`src/sv/pei_pkg.sv`:
```
package pei_pkg;

   localparam int VAL_W     = 48;
   localparam int NODE_IN_W = 10;
   localparam int MULT_W    = 47;
   localparam int FRAC_W    = 32;

   localparam logic signed [VAL_W-1:0] VAL_MAX = {1'b0, {(VAL_W-1){1'b1}}};
   localparam logic signed [VAL_W-1:0] VAL_MIN = {1'b1, {(VAL_W-1){1'b0}}};

   typedef enum logic [1:0] {
      OP_LOAD = 2'd0,
      OP_PAIR = 2'd1,
      OP_READ = 2'd2,
      OP_NONE = 2'd3
   } op_type;

   typedef struct packed {
      logic [1:0]               op;
      logic [NODE_IN_W-1:0]     node_a;
      logic [NODE_IN_W-1:0]     node_b;
      logic signed [VAL_W-1:0]  scalar_a;
      logic signed [VAL_W-1:0]  scalar_b;
      logic signed [VAL_W-1:0]  vec_x;
      logic signed [VAL_W-1:0]  vec_y;
      logic signed [VAL_W-1:0]  vec_z;
      logic signed [VAL_W-1:0]  accel_x;
      logic signed [VAL_W-1:0]  accel_y;
      logic signed [VAL_W-1:0]  accel_z;
   } req_type;

   typedef struct packed {
      logic [NODE_IN_W-1:0]     out_node;
      logic signed [VAL_W-1:0]  new_energy;
      logic signed [VAL_W-1:0]  energy_rate;
   } rsp_type;

   // start pulse and rounding shift select (33 instead of 32) for the multiplier
   typedef struct packed {
      logic start;
      logic half;
   } mul_cmd_type;

   function automatic logic signed [VAL_W-1:0] add_sat(input logic signed [VAL_W-1:0] a,
                                                        input logic signed [VAL_W-1:0] b);
      logic [VAL_W:0] s;
      s = {a[VAL_W-1], a} + {b[VAL_W-1], b};
      if (s[VAL_W] != s[VAL_W-1]) begin
         add_sat = s[VAL_W] ? VAL_MIN : VAL_MAX;
      end else begin
         add_sat = s[VAL_W-1:0];
      end
   endfunction

   function automatic logic signed [VAL_W-1:0] sub_sat(input logic signed [VAL_W-1:0] a,
                                                        input logic signed [VAL_W-1:0] b);
      logic [VAL_W:0] s;
      s = {a[VAL_W-1], a} - {b[VAL_W-1], b};
      if (s[VAL_W] != s[VAL_W-1]) begin
         sub_sat = s[VAL_W] ? VAL_MIN : VAL_MAX;
      end else begin
         sub_sat = s[VAL_W-1:0];
      end
   endfunction

endpackage

```
`src/sv/pei_mul.sv`:
```
// Shared signed 48x48 multiplier: four 24x24 partial products, one per cycle,
// then round to nearest (ties away from zero), shift by 32 or 33, saturate.
module pei_mul (
   input  logic                                  clock,
   input  logic                                  reset,
   input  pei_pkg::mul_cmd_type                  cmd,
   input  logic signed [pei_pkg::VAL_W-1:0]      op_a,
   input  logic signed [pei_pkg::VAL_W-1:0]      op_b,
   output logic                                  done,
   output logic signed [pei_pkg::VAL_W-1:0]      result
);

   logic [47:0]  ma_ff;
   logic [47:0]  mb_ff;
   logic         neg_ff;
   logic         half_ff;
   logic [2:0]   step_ff;
   logic         busy_ff;
   logic         done_ff;
   logic [95:0]  acc_ff;
   logic signed [47:0] res_ff;

   logic [47:0]  pp;
   logic [95:0]  pp_sh;
   logic [96:0]  rnd_sum;
   logic [96:0]  shifted;
   logic [47:0]  lim;
   logic [47:0]  mag;
   logic signed [47:0] res_in;

   // form partial product and final rounding
   always_comb begin
      pp = (step_ff[1] ? ma_ff[47:24] : ma_ff[23:0]) *
           (step_ff[0] ? mb_ff[47:24] : mb_ff[23:0]);
      case (step_ff[1:0])
         2'b00:   pp_sh = {48'b0, pp};
         2'b01,
         2'b10:   pp_sh = {24'b0, pp, 24'b0};
         default: pp_sh = {pp, 48'b0};
      endcase
      rnd_sum = {1'b0, acc_ff} + (half_ff ? (97'd1 << 32) : (97'd1 << 31));
      shifted = half_ff ? (rnd_sum >> 33) : (rnd_sum >> 32);
      lim     = neg_ff ? 48'h8000_0000_0000 : 48'h7FFF_FFFF_FFFF;
      mag     = (shifted > {49'b0, lim}) ? lim : shifted[47:0];
      res_in  = neg_ff ? -mag : mag;
   end

   always_ff @(posedge clock) begin
      if (reset) begin
         busy_ff <= 1'b0;
         done_ff <= 1'b0;
         step_ff <= 3'd0;
      end else begin
         done_ff <= 1'b0;
         if (cmd.start) begin
            ma_ff   <= op_a[47] ? -op_a : op_a;
            mb_ff   <= op_b[47] ? -op_b : op_b;
            neg_ff  <= op_a[47] != op_b[47];
            half_ff <= cmd.half;
            acc_ff  <= 96'd0;
            step_ff <= 3'd0;
            busy_ff <= 1'b1;
         end else if (busy_ff) begin
            if (step_ff == 3'd4) begin
               res_ff  <= res_in;
               done_ff <= 1'b1;
               busy_ff <= 1'b0;
            end else begin
               acc_ff  <= acc_ff + pp_sh;
               step_ff <= step_ff + 3'd1;
            end
         end
      end
   end

   assign done   = done_ff;
   assign result = res_ff;

endmodule

```
`config.mk`:
```
export PLATFORM = sky130hd
export DESIGN_NAME = pei_mul
export DESIGN_NICKNAME = d
export VERILOG_FILES = /design/src/sv/pei_pkg.sv /design/src/sv/pei_mul.sv
export SDC_FILE = /design/constraint.sdc
export NUM_CORES = 2
export LEC_CHECK = 0
export BUFFER_PORTS_ARGS = -buffer_cell sky130_fd_sc_hd__buf_2
export CORE_MARGIN = 8
export CORE_UTILIZATION = 40
export CTS_CLUSTER_DIAMETER = 200
export DETAILED_ROUTE_END_ITERATION = 7
export PLACE_DENSITY = 0.58
export SLEW_MARGIN = 20
export SYNTH_ARGS = -nofsm -noshare
export SYNTH_HDL_FRONTEND = slang
export SYNTH_SLANG_ARGS = --single-unit
export TNS_END_PERCENT = 100
```
`constraint.sdc`:
```
create_clock -name clock -period 21.6 [get_ports clock]
set_clock_uncertainty 0.15 [all_clocks]
set_input_delay 4.32 -clock clock [delete_from_list [all_inputs] [get_ports clock]]
set_output_delay 4.32 -clock clock [all_outputs]
set_load 0.005 [all_outputs]
```
==> impl_metrics.tcl <==
set metrics [dict create \
    num_vias 34752 \
    syn_avg_cell_area_um2 8.588 \
    met2_usage_pct 36.87 \
    path_class "flip-flop to flip-flop" \
    grt-busiest-layer "met2" \
    grt-ovfl-total 0 \
    initial_core_util_pct 40.28 \
    syn-num-nets 5672 \
    synth_flop_cell "edfxtp_1" \
    fmax_mhz 71.15 \
    area_growth_pct 7.729 \
    crit_top_cell "fa_1" \
    maxSlewViolCount 0 \
    final_cell_area_um2 44090 \
    die_x_um 335.9 \
    cts.reportedPaths.clkPinSlew_ns 0.06 \
    num_antenna_cells 0 \
    worstSkewPairLatency_ns 0.59 \
    setup_viol 0 \
    cts_tree "built" \
    critPathMaxStageDelay_ns 1.01 \
    maxCapViolCount 0 \
    critPathSlowestCell "mux2i_1" \
    drcViolationCount 0 \
    fin_cells 6162 \
    cts_hold_buf 0 \
    fill_cells 10233 \
    hp-class "flip-flop to flip-flop" \
    antenna_found_initial 0 \
    grt_use_total_pct 22.87 \
    ant_nets 0 \
    cts_htree_levels 2 \
    rsz0062_at_grt "false" \
    die_height_um 335.9 \
    syn_area_um2 40920 \
    coreArea_um2 101600 \
    worst_slew_margin_rel_pct 19.64 \
    crit_fanout 30 \
    worstSetupStartpointType "flip-flop" \
    fin_nets 5676 \
    synth.top_cell.area_share_pct 23.68 \
    cts.sinks 247 \
    synth_edf_count 242 \
    netlist_instances 4765 \
    postLayoutCoreUtil_pct 43.39 \
    synth_async_sr_flop_share_pct 0 \
    grt_pass1_vias 33604 \
    cts_made_buffers 34 \
    critical_path_required_ns 21.75 \
    wire_per_inst_um 21.49 \
    dp.cells 6101 \
    io_pins 149 \
    post-synth-top-count-cell "inv_1" \
    wirelength_mm 132.4 \
    synth_area_leader_cell "fa_1" \
    finalHoldViolCount 0 \
    place_congestion 0.9588 \
    ys_top_cells_by_area "fa_1, edfxtp_1, ha_1" \
    drive_gt1_share_pct 7.322 \
    grt_use_met1_pct 31.48 \
    grt_max_degree 78 \
    final.setup.tns_ns 0 \
    cts_setup_buffers 0 \
    ys_types 81 \
    cts.path.max_buffers 3 \
    root_buffer "clkbuf_16" \
    worst-slew-pin-transition_ns 1.172 \
    synth_seq_area_share_pct 18.00 \
    num_rows 117 \
    ctsResizeCount 0 \
    period_share_pct 65.07 \
    yosysWarnings 0 \
    outcome "finished, final reports clean" \
    io_buffer_count 148 \
    routed_via_density 5.640 \
    finalCriticalPeriod_ns 14.06 \
    synth_commonest_cells "inv_1, nor2_1, nand2_1" \
    end_kind "flip-flop" \
    grt_use_met3_pct 3.436 \
    drtIter0Drc 2940 \
    arrival_ns 14.21 \
    ys_ff_latch 247 \
    firstDrtPassIters 6 \
    placed_cell_area_um2 42950 \
    dp_hpwl_mm 107.3 \
    die_area_um2 112800 \
    grt_first_pass_wirelength_mm 202.1 \
]
-- stage by stage --
step,hold slack (ns),worst slack (ns)
detailed placement,0.4064,7.635
floorplan,0.3099,9.822
global route,0.4575,6.943
finish,0.4211,7.544
global placement,0.4096,7.649
CTS,0.4202,7.591
-- final cells by class --
type                       instances  area [µm²]  share of cell area (%)
tap                             1368        1712                   3.883
inverter                         632        2372                   5.381
multi-input combinational       3654       30390                   68.94
timing repair buffer             200        1134                   2.571
clock inverter                    22       216.5                  0.4910
clock buffer                      39       890.9                   2.021
sequential                       247        7370                   16.72
-- flip-flops by register name, indices dropped and copies added, names as in the netlist --
| register | count |
|---|---|
| half_ff | 1 |
| acc_ff | 96 |
| step_ff | 3 |
| ma_ff | 48 |
| result | 48 |
| neg_ff | 1 |
| mb_ff | 48 |
| busy_ff | 1 |
| done | 1 |
-- routing by layer --
layer,routed length (µm),share of wire [%]
met5,0,0
met3,9088,6.9
met1,58340,44
met2,60080,45
met4,4878,3.7
-- cells by family (layout without fill, tap and decap cells) --
logic type                 Yosys count  in the layout  share of synthesized area, %
xor gates and xnor gates           266            266                         5.727
DFF                                247            247                         18.00
and+or+nand+nor                   1566           1566                         17.57
buffers and inverters              864            893                         7.925
AOI/OAI and AO/OA                  899            899                         14.23
adders and majority gates          807            807                         33.55
muxes                              116            116                         2.987
-- cells in the final DEF (no fill, tap or decap), drive strengths merged, types with 39 or more instances in the layout --
master / n
a21oi: 233
ha: 323
xor2: 64
mux2i: 67
mux2: 49
and2: 53
a21o: 128
or4: 46
nor3: 62
nand4: 67
clkbuf: 39
nor2: 541
fa: 484
o31ai: 49
o21ai: 193
edfxtp: 242
inv: 635
buf: 200
nand2: 506
xnor2: 201
nand3: 86
-- final timing paths --
kind / from / end / slack [ns] / cells after the start
max reg2reg: step_ff[1] / acc_ff[92] / 7.54 / 38
max: step_ff[1] / acc_ff[92] / 7.54 / 38
min reg2reg: step_ff[2] / step_ff[2] / 0.42 / 2
min: step_ff[2] / step_ff[2] / 0.42 / 2
-- critical path, delay by kind of cell (launching register included) --
kind / cells / cell delay, ns
AOI/OAI and AO/OA: 14 / 4.65
adders and majority gates: 9 / 4.42
and+or+nand+nor: 7 / 1.69
muxes: 1 / 1.01
buffers and inverters: 5 / 0.72
DFF: 1 / 0.69
xor gates and xnor gates: 2 / 0.44
Power is not shown: default switching activity piles up to over one toggle a cycle in this logic, so the estimate is an artifact.
